--- config.mk ---
export PLATFORM = sky130hd
export DESIGN_NAME = string_hash_engine_unit
export DESIGN_NICKNAME = d
export VERILOG_FILES = /design/src/she_pkg.sv /design/src/she_front.sv /design/src/she_queue.sv /design/src/she_back.sv /design/src/string_hash_engine_unit.sv
export SDC_FILE = /design/constraint.sdc
export NUM_CORES = 2
export LEC_CHECK = 0
export ABC_AREA = 1
export BUFFER_PORTS_ARGS = -buffer_cell sky130_fd_sc_hd__buf_2
export CORE_MARGIN = 4
export CORE_UTILIZATION = 45
export DETAILED_ROUTE_END_ITERATION = 6
export GPL_TIMING_DRIVEN = 0
export MAX_ROUTING_LAYER = met4
export SLEW_MARGIN = 10
export SYNTH_ARGS = -nofsm -noshare
export SYNTH_HDL_FRONTEND = slang
export SYNTH_HIERARCHICAL = 1
export SYNTH_SLANG_ARGS = --single-unit
--- constraint.sdc ---
create_clock -name clk_i -period 19.1 [get_ports clk_i]
set_input_delay 3.82 -clock clk_i [delete_from_list [all_inputs] [get_ports clk_i]]
set_output_delay 3.82 -clock clk_i [all_outputs]
set_load 0.02 [all_outputs]
--- src/she_pkg.sv ---
// shared types, constants and helpers for the string hash engine
// no dependencies; imported by every module of the block
package she_pkg;

  localparam int unsigned HASH_W      = 31;
  localparam int unsigned BUCKET_W    = 16;
  localparam int unsigned CNT_W       = $clog2(HASH_W + 1);
  localparam int unsigned QUEUE_DEPTH = 2;
  localparam int unsigned CFG_IDX_W   = 2;
  localparam int unsigned CFG_DATA_W  = 16;

  // hash selector codes
  typedef enum logic [2:0] {
    ALG_SDBM = 3'd0,
    ALG_RS   = 3'd1,
    ALG_JS   = 3'd2,
    ALG_PJW  = 3'd3,
    ALG_ELF  = 3'd4,
    ALG_BKDR = 3'd5,
    ALG_DJB  = 3'd6,
    ALG_AP   = 3'd7
  } alg_e;

  // register indexes
  localparam logic [CFG_IDX_W-1:0] CFG_ALGORITHM    = 2'd0;
  localparam logic [CFG_IDX_W-1:0] CFG_SIGNED_BYTES = 2'd1;
  localparam logic [CFG_IDX_W-1:0] CFG_BUCKET_COUNT = 2'd2;

  localparam alg_e                  ALG_RESET     = ALG_ELF;
  localparam logic                  SIGNED_RESET  = 1'b1;
  localparam logic [BUCKET_W-1:0]   BUCKET_RESET  = 16'd1800;

  localparam logic [31:0] RS_STEP    = 32'd378551;
  localparam logic [31:0] RS_START   = 32'd63689;
  localparam logic [31:0] JS_START   = 32'd1315423911;
  localparam logic [31:0] DJB_START  = 32'd5381;
  localparam logic [31:0] TOP_NIBBLE = 32'hF000_0000;

  typedef logic [HASH_W-1:0] hash_t;

  // settings the hashing front end works under
  typedef struct packed {
    alg_e algorithm;
    logic signed_bytes;
  } front_cfg_t;

  function automatic logic [31:0] start_value(alg_e alg);
    logic [31:0] val;
    case (alg)
      ALG_JS:  val = JS_START;
      ALG_DJB: val = DJB_START;
      default: val = 32'd0;
    endcase
    return val;
  endfunction

endpackage

--- src/she_front.sv ---
// front end: takes string bytes, keeps the running hash state
// depends on she_pkg; pushes finished hashes into she_queue
module she_front import she_pkg::*; (
  input  logic       clk_i,
  input  logic       rst_ni,
  input  front_cfg_t cfg_i,
  input  logic       alg_we_i,
  input  alg_e       alg_wdata_i,
  input  logic       in_valid_i,
  input  logic [7:0] byte_in_i,
  output logic       in_stall_o,
  input  logic       q_full_i,
  output logic       q_push_o,
  output hash_t      q_data_o
);

  logic [31:0] hash_q, hash_d;
  logic [31:0] rs_mult_q;
  logic        odd_q;

  logic        accept;
  logic        term;
  logic [31:0] c;
  logic [31:0] rs_prod;
  logic [31:0] rs_next;
  logic [31:0] nib_t;
  logic [31:0] nib_top;
  logic [31:0] nib_res;

  assign in_stall_o = q_full_i;
  assign accept     = in_valid_i & ~q_full_i;
  assign term       = accept & (byte_in_i == 8'd0);
  assign q_push_o   = term;
  assign q_data_o   = hash_q[HASH_W-1:0];

  assign c = (cfg_i.signed_bytes && byte_in_i[7]) ? {24'hFF_FFFF, byte_in_i}
                                                  : {24'h00_0000, byte_in_i};

  assign rs_prod = hash_q * rs_mult_q;
  assign rs_next = rs_mult_q * RS_STEP;

  // pjw and elf reduce to the same update
  assign nib_t   = (hash_q << 4) + c;
  assign nib_top = nib_t & TOP_NIBBLE;
  assign nib_res = (nib_top != 32'd0) ? ((nib_t ^ (nib_top >> 24)) & ~TOP_NIBBLE) : nib_t;

  always_comb begin
    unique case (cfg_i.algorithm)
      ALG_SDBM: hash_d = c + (hash_q << 16) + (hash_q << 6) - hash_q;
      ALG_RS:   hash_d = rs_prod + c;
      ALG_JS:   hash_d = hash_q ^ ((hash_q << 5) + c + (hash_q >> 2));
      ALG_PJW:  hash_d = nib_res;
      ALG_ELF:  hash_d = nib_res;
      ALG_BKDR: hash_d = (hash_q << 7) + (hash_q << 1) + hash_q + c;
      ALG_DJB:  hash_d = hash_q + (hash_q << 5) + c;
      ALG_AP: begin
        if (!odd_q) begin
          hash_d = hash_q ^ ((hash_q << 7) ^ c ^ (hash_q >> 3));
        end else begin
          hash_d = hash_q ^ ~((hash_q << 11) ^ c ^ (hash_q >> 5));
        end
      end
    endcase
  end

  always_ff @(posedge clk_i or negedge rst_ni) begin
    if (!rst_ni) begin
      hash_q    <= start_value(ALG_RESET);
      rs_mult_q <= RS_START;
      odd_q     <= 1'b0;
    end else if (alg_we_i) begin
      hash_q    <= start_value(alg_wdata_i);
      rs_mult_q <= RS_START;
      odd_q     <= 1'b0;
    end else if (term) begin
      hash_q    <= start_value(cfg_i.algorithm);
      rs_mult_q <= RS_START;
      odd_q     <= 1'b0;
    end else if (accept) begin
      hash_q    <= hash_d;
      rs_mult_q <= rs_next;
      odd_q     <= ~odd_q;
    end
  end

endmodule

--- src/she_queue.sv ---
// small queue of finished hashes between front end and back end
// depends on she_pkg
module she_queue import she_pkg::*; #(
  parameter int unsigned Depth = QUEUE_DEPTH
) (
  input  logic  clk_i,
  input  logic  rst_ni,
  input  logic  push_i,
  input  hash_t push_data_i,
  output logic  full_o,
  input  logic  pop_i,
  output hash_t pop_data_o,
  output logic  empty_o
);

  localparam int unsigned PtrW = $clog2(Depth);
  localparam int unsigned CntW = $clog2(Depth + 1);

  hash_t             mem_q [Depth];
  logic [PtrW-1:0]   wr_ptr_q;
  logic [PtrW-1:0]   rd_ptr_q;
  logic [CntW-1:0]   cnt_q;

  assign full_o     = (cnt_q == CntW'(Depth));
  assign empty_o    = (cnt_q == '0);
  assign pop_data_o = mem_q[rd_ptr_q];

  always_ff @(posedge clk_i) begin
    if (push_i) begin
      mem_q[wr_ptr_q] <= push_data_i;
    end
  end

  always_ff @(posedge clk_i or negedge rst_ni) begin
    if (!rst_ni) begin
      wr_ptr_q <= '0;
      rd_ptr_q <= '0;
      cnt_q    <= '0;
    end else begin
      if (push_i) begin
        wr_ptr_q <= (wr_ptr_q == PtrW'(Depth - 1)) ? '0 : wr_ptr_q + 1'b1;
      end
      if (pop_i) begin
        rd_ptr_q <= (rd_ptr_q == PtrW'(Depth - 1)) ? '0 : rd_ptr_q + 1'b1;
      end
      if (push_i && !pop_i) begin
        cnt_q <= cnt_q + 1'b1;
      end else if (pop_i && !push_i) begin
        cnt_q <= cnt_q - 1'b1;
      end
    end
  end

  a_no_overflow: assert property (@(posedge clk_i) disable iff (!rst_ni)
    push_i |-> !full_o)
    else $error("queue push while full");

  a_no_underflow: assert property (@(posedge clk_i) disable iff (!rst_ni)
    pop_i |-> !empty_o)
    else $error("queue pop while empty");

endmodule

--- src/she_back.sv ---
// back end: bit-serial modulo of the hash by the bucket count, output register
// depends on she_pkg; fed from she_queue
module she_back import she_pkg::*; (
  input  logic                clk_i,
  input  logic                rst_ni,
  input  logic [BUCKET_W-1:0] bucket_count_i,
  input  logic                q_empty_i,
  input  hash_t               q_data_i,
  output logic                q_pop_o,
  output logic                out_valid_o,
  input  logic                out_stall_i,
  output hash_t               hash_value_o,
  output logic [BUCKET_W-1:0] bucket_index_o
);

  localparam logic ST_IDLE = 1'b0;
  localparam logic ST_DIV  = 1'b1;

  logic                state_q;
  logic [CNT_W-1:0]    cnt_q;
  logic                out_valid_q;
  hash_t               dvd_q;
  hash_t               hash_keep_q;
  logic [BUCKET_W-1:0] rem_q;
  logic [BUCKET_W-1:0] div_q;
  hash_t               hash_out_q;
  logic [BUCKET_W-1:0] bucket_out_q;

  logic [BUCKET_W:0]   trial;
  logic [BUCKET_W:0]   trial_sub;
  logic                out_free;
  logic                deliver;
  logic                start;

  assign trial     = {rem_q, dvd_q[HASH_W-1]};
  assign trial_sub = (trial >= {1'b0, div_q}) ? (trial - {1'b0, div_q}) : trial;
  assign out_free  = ~out_valid_q | ~out_stall_i;
  assign start     = (state_q == ST_IDLE) & ~q_empty_i;
  assign deliver   = (state_q == ST_DIV) & (cnt_q == '0) & out_free;
  assign q_pop_o   = start;

  assign out_valid_o    = out_valid_q;
  assign hash_value_o   = hash_out_q;
  assign bucket_index_o = bucket_out_q;

  always_ff @(posedge clk_i or negedge rst_ni) begin
    if (!rst_ni) begin
      state_q     <= ST_IDLE;
      cnt_q       <= '0;
      out_valid_q <= 1'b0;
    end else begin
      unique case (state_q)
        ST_IDLE: begin
          if (start) begin
            state_q <= ST_DIV;
            cnt_q   <= CNT_W'(HASH_W);
          end
        end
        ST_DIV: begin
          if (cnt_q != '0) begin
            cnt_q <= cnt_q - 1'b1;
          end else if (out_free) begin
            state_q <= ST_IDLE;
          end
        end
        default: state_q <= ST_IDLE;
      endcase
      if (deliver) begin
        out_valid_q <= 1'b1;
      end else if (out_valid_q && !out_stall_i) begin
        out_valid_q <= 1'b0;
      end
    end
  end

  always_ff @(posedge clk_i) begin
    if (start) begin
      dvd_q       <= q_data_i;
      hash_keep_q <= q_data_i;
      rem_q       <= '0;
      div_q       <= bucket_count_i;
    end else if (state_q == ST_DIV && cnt_q != '0) begin
      dvd_q <= dvd_q << 1;
      rem_q <= trial_sub[BUCKET_W-1:0];
    end
    if (deliver) begin
      hash_out_q   <= hash_keep_q;
      bucket_out_q <= (div_q == '0) ? '0 : rem_q;
    end
  end

  a_rem_below_div: assert property (@(posedge clk_i) disable iff (!rst_ni)
    (state_q == ST_DIV && div_q != '0) |-> (rem_q < div_q))
    else $error("partial remainder not below divisor");

  a_hold_when_blocked: assert property (@(posedge clk_i) disable iff (!rst_ni)
    (state_q == ST_DIV && cnt_q == '0 && out_valid_q && out_stall_i)
      |=> (state_q == ST_DIV && cnt_q == '0))
    else $error("finished division lost while output blocked");

endmodule

--- src/string_hash_engine_unit.sv ---
// top level of the string hash engine: config registers, front end, queue, back end
// depends on she_pkg, she_front, she_queue, she_back
//
//  channel | direction | handshake                | payload
//  --------+-----------+--------------------------+-------------------------------
//  in      | input     | in_valid_i / in_stall_o   | byte_in_i (8b)
//  out     | output    | out_valid_o / out_stall_i | hash_value_o (31b), bucket_index_o (16b)
//  cfg     | input     | cfg_we_i                  | cfg_index_i (2b), cfg_data_i (16b)
//
// bytes are taken one per cycle while the queue has room; each updates the hash register
// a zero byte ends the string: its hash goes into a two-entry queue, state reloads
// the back end takes each string through a load, 31-step restoring remainder and hand-off,
//   one at a time, so short strings back up into the queue and then stall the input
// reset is asynchronous, active low; it loads the register reset values and clears
//   the queue and the output valid flag; no clearing pass is needed
// the input stalls only while the queue is full; the output register holds a result
//   under stall while the next remainder is already being worked out
module string_hash_engine_unit import she_pkg::*; #(
  parameter int unsigned QueueDepth = QUEUE_DEPTH
) (
  input  logic                  clk_i,
  input  logic                  rst_ni,
  // configuration writes
  input  logic                  cfg_we_i,
  input  logic [CFG_IDX_W-1:0]  cfg_index_i,
  input  logic [CFG_DATA_W-1:0] cfg_data_i,
  // byte stream
  input  logic                  in_valid_i,
  output logic                  in_stall_o,
  input  logic [7:0]            byte_in_i,
  // results
  output logic                  out_valid_o,
  input  logic                  out_stall_i,
  output logic [HASH_W-1:0]     hash_value_o,
  output logic [BUCKET_W-1:0]   bucket_index_o
);

  // configuration registers
  alg_e                algorithm_q;
  logic                signed_bytes_q;
  logic [BUCKET_W-1:0] bucket_count_q;

  logic       alg_we;
  alg_e       alg_wdata;
  front_cfg_t front_cfg;

  // queue hookup
  logic  q_push;
  hash_t q_push_data;
  logic  q_full;
  logic  q_pop;
  hash_t q_pop_data;
  logic  q_empty;

  // an algorithm write also restarts the string in the front end
  assign alg_we    = cfg_we_i & (cfg_index_i == CFG_ALGORITHM);
  assign alg_wdata = alg_e'(cfg_data_i[2:0]);

  assign front_cfg.algorithm    = algorithm_q;
  assign front_cfg.signed_bytes = signed_bytes_q;

  always_ff @(posedge clk_i or negedge rst_ni) begin
    if (!rst_ni) begin
      algorithm_q    <= ALG_RESET;
      signed_bytes_q <= SIGNED_RESET;
      bucket_count_q <= BUCKET_RESET;
    end else if (cfg_we_i) begin
      unique case (cfg_index_i)
        CFG_ALGORITHM:    algorithm_q    <= alg_wdata;
        CFG_SIGNED_BYTES: signed_bytes_q <= cfg_data_i[0];
        CFG_BUCKET_COUNT: bucket_count_q <= cfg_data_i[BUCKET_W-1:0];
        default: ;  // unused index, write dropped
      endcase
    end
  end

  // hashing front end, one byte per cycle while the queue is not full
  she_front u_front (
    .clk_i       (clk_i),
    .rst_ni      (rst_ni),
    .cfg_i       (front_cfg),
    .alg_we_i    (alg_we),
    .alg_wdata_i (alg_wdata),
    .in_valid_i  (in_valid_i),
    .byte_in_i   (byte_in_i),
    .in_stall_o  (in_stall_o),
    .q_full_i    (q_full),
    .q_push_o    (q_push),
    .q_data_o    (q_push_data)
  );

  // finished hashes waiting for the remainder unit
  she_queue #(
    .Depth (QueueDepth)
  ) u_queue (
    .clk_i       (clk_i),
    .rst_ni      (rst_ni),
    .push_i      (q_push),
    .push_data_i (q_push_data),
    .full_o      (q_full),
    .pop_i       (q_pop),
    .pop_data_o  (q_pop_data),
    .empty_o     (q_empty)
  );

  // bucket index and output register
  she_back u_back (
    .clk_i          (clk_i),
    .rst_ni         (rst_ni),
    .bucket_count_i (bucket_count_q),
    .q_empty_i      (q_empty),
    .q_data_i       (q_pop_data),
    .q_pop_o        (q_pop),
    .out_valid_o    (out_valid_o),
    .out_stall_i    (out_stall_i),
    .hash_value_o   (hash_value_o),
    .bucket_index_o (bucket_index_o)
  );

endmodule
# Word-level counts from Yosys, hierarchy flattened
# Memory sizes are Yosys's and may differ from the RTL's.
# Index checks and enable logic that the tools add are counted.
# W data, S select, Z words.
# word_totals
mem_bits_rw	62
word_cells	134
regBits	237
in_bits	31
output_inout_bits	49
memories	1
# classes
n_lt_le_gt_ge	1
add_sub_neg	18
n_reduce_logical	25
mux	33
bitwise_logic	22
n_eq_ne	14
mul	2
# memory_table
name	depth	width	rd	rd_ports_with_merged_regs	write_ports	line	text
u_queue.mem_q	2	31	1	0	1	she_queue.sv:19	hash_t mem_q [Depth];
# ops
op	count
$add A32 B32 Y32	10
$mux W32	9
$pmux W32 S7	1
$xor A32 B32 Y32	5
$pmux W31 S2	2
$mux W31	2
$add A32 B30 Y32	1
$mul A32 B19 Y32 const B	1
$mul A32 B32 Y32	1
$not A32 Y32	1
$reduce_bool A32 Y1	1
$sub A32 B32 Y32	1
$xor A32 B27 Y32	1
$xor A32 B29 Y32	1
$xor A28 B8 Y28	1
$ge A17 B16 Y1	1
$logic_not A16 Y1	1
$mux W16	1
$sub A16 B16 Y16	1
$eq A3 B3 Y1 const B	5
$mux W1	12
$mux W5	2
$pmux W5 S2	1
$eq A3 B2 Y1 const B	3
other kinds (24)	50

# Longest topological paths before layout
# logic_depth
ltp_word	11
ltp_mapped	40
ltp_nobuf	38

# By module
# The synthesis kept the hierarchy.
# by_module_without_submodules
mod	area_each_um2	seq_area_each_um2	n_inst	cells_each
she_front	43902.1	1637.8	1	6014
she_back	6568.8	4249.1	1	634
she_queue	2597.5	1961.9	1	122
string_hash_engine_unit	854.6	508.0	1	93

# Least setup slack after synthesis
# Ideal clock, no wire load.
# synth_path
path_kind	input port to flip-flop
startpoint	input byte_in_i[7]
endpoint	register u_front.hash_q[25]
t_arrival_ns	14.093
required_ns	18.976
setup_time_ns	0.124
cell_stages	31
path_buffers	0
setup_slack_ns	4.883
path_cell_list	nand2_1 > inv_1 > fa_1 > fa_1 > fa_1 > inv_1 > fa_1 > inv_1 > fa_1 > inv_1 > fa_1 > inv_1 > fa_1 > inv_1 > fa_1 > inv_1 > ha_1 > nand2_1 > nor2_1 > inv_1 > nor3_1 > inv_1 > or2_1 > nand3_1 > nand2_1 > nand3_1 > nand3_1 > nor2_1 > nand3_1 > nand2_1 > a21oi_1
# synth_via
elab_chain_len	11
word_cells_on_any_way	30
cone_classes	add/sub (9); mux (7); bitwise (10); reduce/logical (4)
# synth_rtl
element	line	text
start, declared	string_hash_engine_unit.sv:30	input logic [7:0] byte_in_i,
branches (longest 11 deep; another with $add A32 B32 Y32)	-	
end signal, assigned	she_front.sv:72	hash_q <= start_value(alg_wdata_i);
end signal, assigned	she_front.sv:76	hash_q <= start_value(cfg_i.algorithm);
end signal, assigned	she_front.sv:80	hash_q <= hash_d;
end, declared	she_front.sv:17	logic [31:0] hash_q, hash_d;
# Several ways; the timed one is not identified. The select of a mux whose other input is x is not followed.
# A chain may end at the register's enable or synchronous reset.

# Final worst setup path
# layout_path
startpoint	input byte_in_i[7]
endpoint	register u_front.hash_q[24]
# Same word-level chain as after synthesis.

==> summary.txt <==
CTS HTree Levels - 1
Yosys cell types - 74
DR iter-0 viols - 3,791
CTS buffer count - 31
Setup TNS - 0 ns
Area of the multi-input gates - 0.0382 mm2
Drt first pass iters - 7
Post-route ant nets - 0
Placed cell area - 0.0570 mm2
Yosys top cell area share - 0.293
Syn avg cell area - 7.86 um2
CTS sink cnt - 299
Ranking of synthesized cells by area - fa_1 29%, inv_1 11%, ha_1 11%
WL per Instance - 25.1 um
Seq. cell area - 0.00839 mm2
Relative slew slack - 0.0609
FF-to-FF path depth - 31
TritonCTS clock tree - yes
Failing checks - design-rule violations
Inst Count DP - 8,569
Post-route insts no fill - 8,641
Fin crit period - 12.28 ns
Nets - 8,308
Clk buf depth - 3
EDFF count, synth - 187
First-pass GRT wire length - 316,000 um
Pin count of the biggest net entering global routing - 81
Top Ports - 80
Vias per cell - 5.34
Max Cap Viol - 0
Post-Syn Instances - 6,863
Fin. max-slew vios - 0
Area share of and/or/nand/nor cells after synthesis - 0.190
Reg2reg end - u_front/hash_q[24]$_DFFE_PN0P_
Hold Path Sink - u_back/hash_value_o[27]$_DFFE_PP_
Hold Vio Cnt, Final - 0
Period utilization - 0.643
Vias - 46,100
Critical path fanouts, max - 49
Worst Skew - 0.0278 ns
Fill count - 11,900
Placer Congestion - 1.04
Setup Buffers After CTS - 0
Yosys warning total - 6
CP peak stage delay - 0.84 ns
Outcome - complete, but fails checks
Clock Latency Late Sink - 0.63 ns
Synth Area in Adders - 0.405
Syn nets - 8,168
Seq/Total Area, Yosys - 0.155
Grt total ovfl - 0
Slack of the worst reg-to-reg path - 8.79 ns
Area leader, netlist - fa_1
Async SR Flop Fraction - 0.321
Netlist Area Pre-Place - 0.0539 mm2
GRT Overall Usage - 0.355
Worst Path Buf+Inv - 6
Initial core utilization - 0.455
Dominant synthesized flop cell - edfxtp_1
Delay-heaviest family, CP - adder cells
Hold-fix buffers at CTS - 0
Most frequent CP cell - fa_1
Critical path launch point type - input pin
Type of the worst setup path - input pin to flip-flop
Maximum clock frequency - 81.5 MHz
Row cnt - 126
Core area - 0.119 mm2
RSZ-0062 raised after global routing - false
Die Span Y - 354 um
Crit path max-delay cell type - o21ai_0
Layout cells sized above 1 - 0.0656
P&R area growth vs syn - 7.60%
Dpl hpwl - 183,000 um
Min-Delay Path Depth - 0
DIE AREA - 0.125 mm2
Worst-margin pin slew - 1.41 ns
Worst EP required - 19.62 ns
Synth Area in Compound Gates - 0.0848
CTS resizes - 0
CTS clock-pin slew for the worst setup and hold paths - 0.07 ns
Vias in the first global route - 46,600
Setup violators final - 0
XOR/XNOR Fraction of Synth Area - 0.0195
Hold Path Origin - u_back/hash_keep_q[27]$_DFFE_PP_
DRC - 3
Largest family of logic cells by synthesized area - adder cells
Initial antenna violation count - 11
Final design area excluding fillers - 0.0580 mm2
Die Span X - 354 um
RR Startpoint - u_front/hash_q[4]$_DFFE_PN0P_
Hold Path Class - flip-flop to flip-flop
CTS root buffer - clkbuf_16
Data arrival, critical path - 12.79 ns
Synthesized flop and latch total - 299
Worst setup EP type - flip-flop
WL final - 217,000 um
Mux contribution to synthesized area - 0.00849
Port Buf Inserts - 78
## logic make-up after synthesis
family,after synthesis
AOI/OAI and AO/OA,803
xor gates and xnor gates,120
adders and majority gates,1274
buffers and inverters,1895
DFF,299
muxes,31
and+or+nand+nor,2441
## per-stage QoR
| step | util | setup slack (ns) | hold slack, ns |
|---|---|---|---|
| 2_1_floorplan | - | 4.88 | 0.400 |
| 3_3_place_gp | 0.475 | -1.11 | 0.401 |
| 3_5_place_dp | 0.481 | 6.37 | 0.405 |
| 4_1_cts | 0.489 | 7.03 | 0.419 |
| 5_1_grt | 0.489 | 6.72 | 0.427 |
| 6_report | 0.489 | 6.82 | 0.418 |
## cell usage after synthesis, drive strengths merged (30+ instances only)
master	count
inv	1666
nand2	1600
fa	788
ha	486
a21oi	347
nor2	339
nand3	327
o21ai	292
edfxtp	187
buf	118
clkbuf	104
dfrtp	81
nand4	75
xor2	67
xnor2	53
nor3	41
mux2	31
a21o	30
## sequential cells by signal, indices dropped and copies added (netlist names), 2 cells and up
signal / flops
u_back/bucket_index_o: 16
u_back/hash_value_o: 31
u_queue/mem_q: 62
u_queue/cnt_q: 2
u_front/rs_mult_q: 32
u_back/hash_keep_q: 31
algorithm_q: 3
u_front/hash_q: 32
bucket_count_q: 16
u_back/cnt_q: 5
u_back/dvd_q: 31
u_back/rem_q: 16
u_back/div_q: 16
## cells in the final DEF (no fill, tap or decap), drive strengths merged, types with 6 or more instances in the layout
cell type,netlist,routed
o21bai,23,23
nand3b,16,16
clkinv,7,20
edfxtp,187,187
o21a,9,9
buf,118,223
fa,788,788
a21oi,347,347
dfrtp,81,81
ha,486,486
or2,22,22
o31ai,6,6
o21ai,292,292
dfxtp,16,16
o22ai,8,8
a21o,30,30
nand2,1600,1600
mux2,31,31
nand3,327,327
xnor2,53,53
nor3,41,41
o211ai,17,17
clkbuf,104,144
a31oi,21,21
diode,0,13
nor4,13,13
inv,1666,1672
nand4,75,75
xor2,67,67
a21boi,13,13
dfstp,15,15
nor2,339,339
o221ai,8,8
## worst reg2reg max path, delay by kind of cell (launching register included)
family          cells  cell delay [ns]
flops               1             0.91
simple gates        8             1.59
fa+ha+maj           9             3.93
compound gates      3             1.18
buf+inv            11             2.60
## how the worst max path moves through the flow
| stage | startpoint | to | slack (ns) | cells after the start |
|---|---|---|---|---|
| after floorplan | byte_in_i[7] | u_front/hash_q[25]$_DFFE_PN0P_ | 4.88 | 31 |
| after global placement | byte_in_i[7] | u_front/hash_q[27]$_DFFE_PN0P_ | -1.11 | 29 |
| final | byte_in_i[7] | u_front/hash_q[24]$_DFFE_PN0P_ | 6.82 | 26 |
| after detailed placement | byte_in_i[7] | u_front/hash_q[24]$_DFFE_PN0P_ | 6.37 | 28 |
| after global routing | byte_in_i[7] | u_front/hash_q[25]$_DFFE_PN0P_ | 6.72 | 32 |
| after CTS | byte_in_i[7] | u_front/hash_q[24]$_DFFE_PN0P_ | 7.03 | 28 |
## final cells by class
cell class / instances / share of cell area
multi-input combinational: 4669 / 0.658
timing repair buffer: 107 / 0.0179
tap: 1600 / 0.0345
antenna: 13 / 0.000561
sequential: 299 / 0.145
inverter: 1673 / 0.108
buffer: 222 / 0.0196
clock inverter: 20 / 0.00248
clock buffer: 38 / 0.0140
## layer usage
metal,up-vias,global-route usage,routed length (um)
met3,530,0.0518,14000
met2,1725,0.596,105000
met4,0,0.216,16900
met1,22600,0.403,81100
li1,21300,-,-
met5,-,-,0
Power is left out: the tool's default activity adds up to more than one toggle a clock period on the data nets, which glitch-free logic cannot reach.
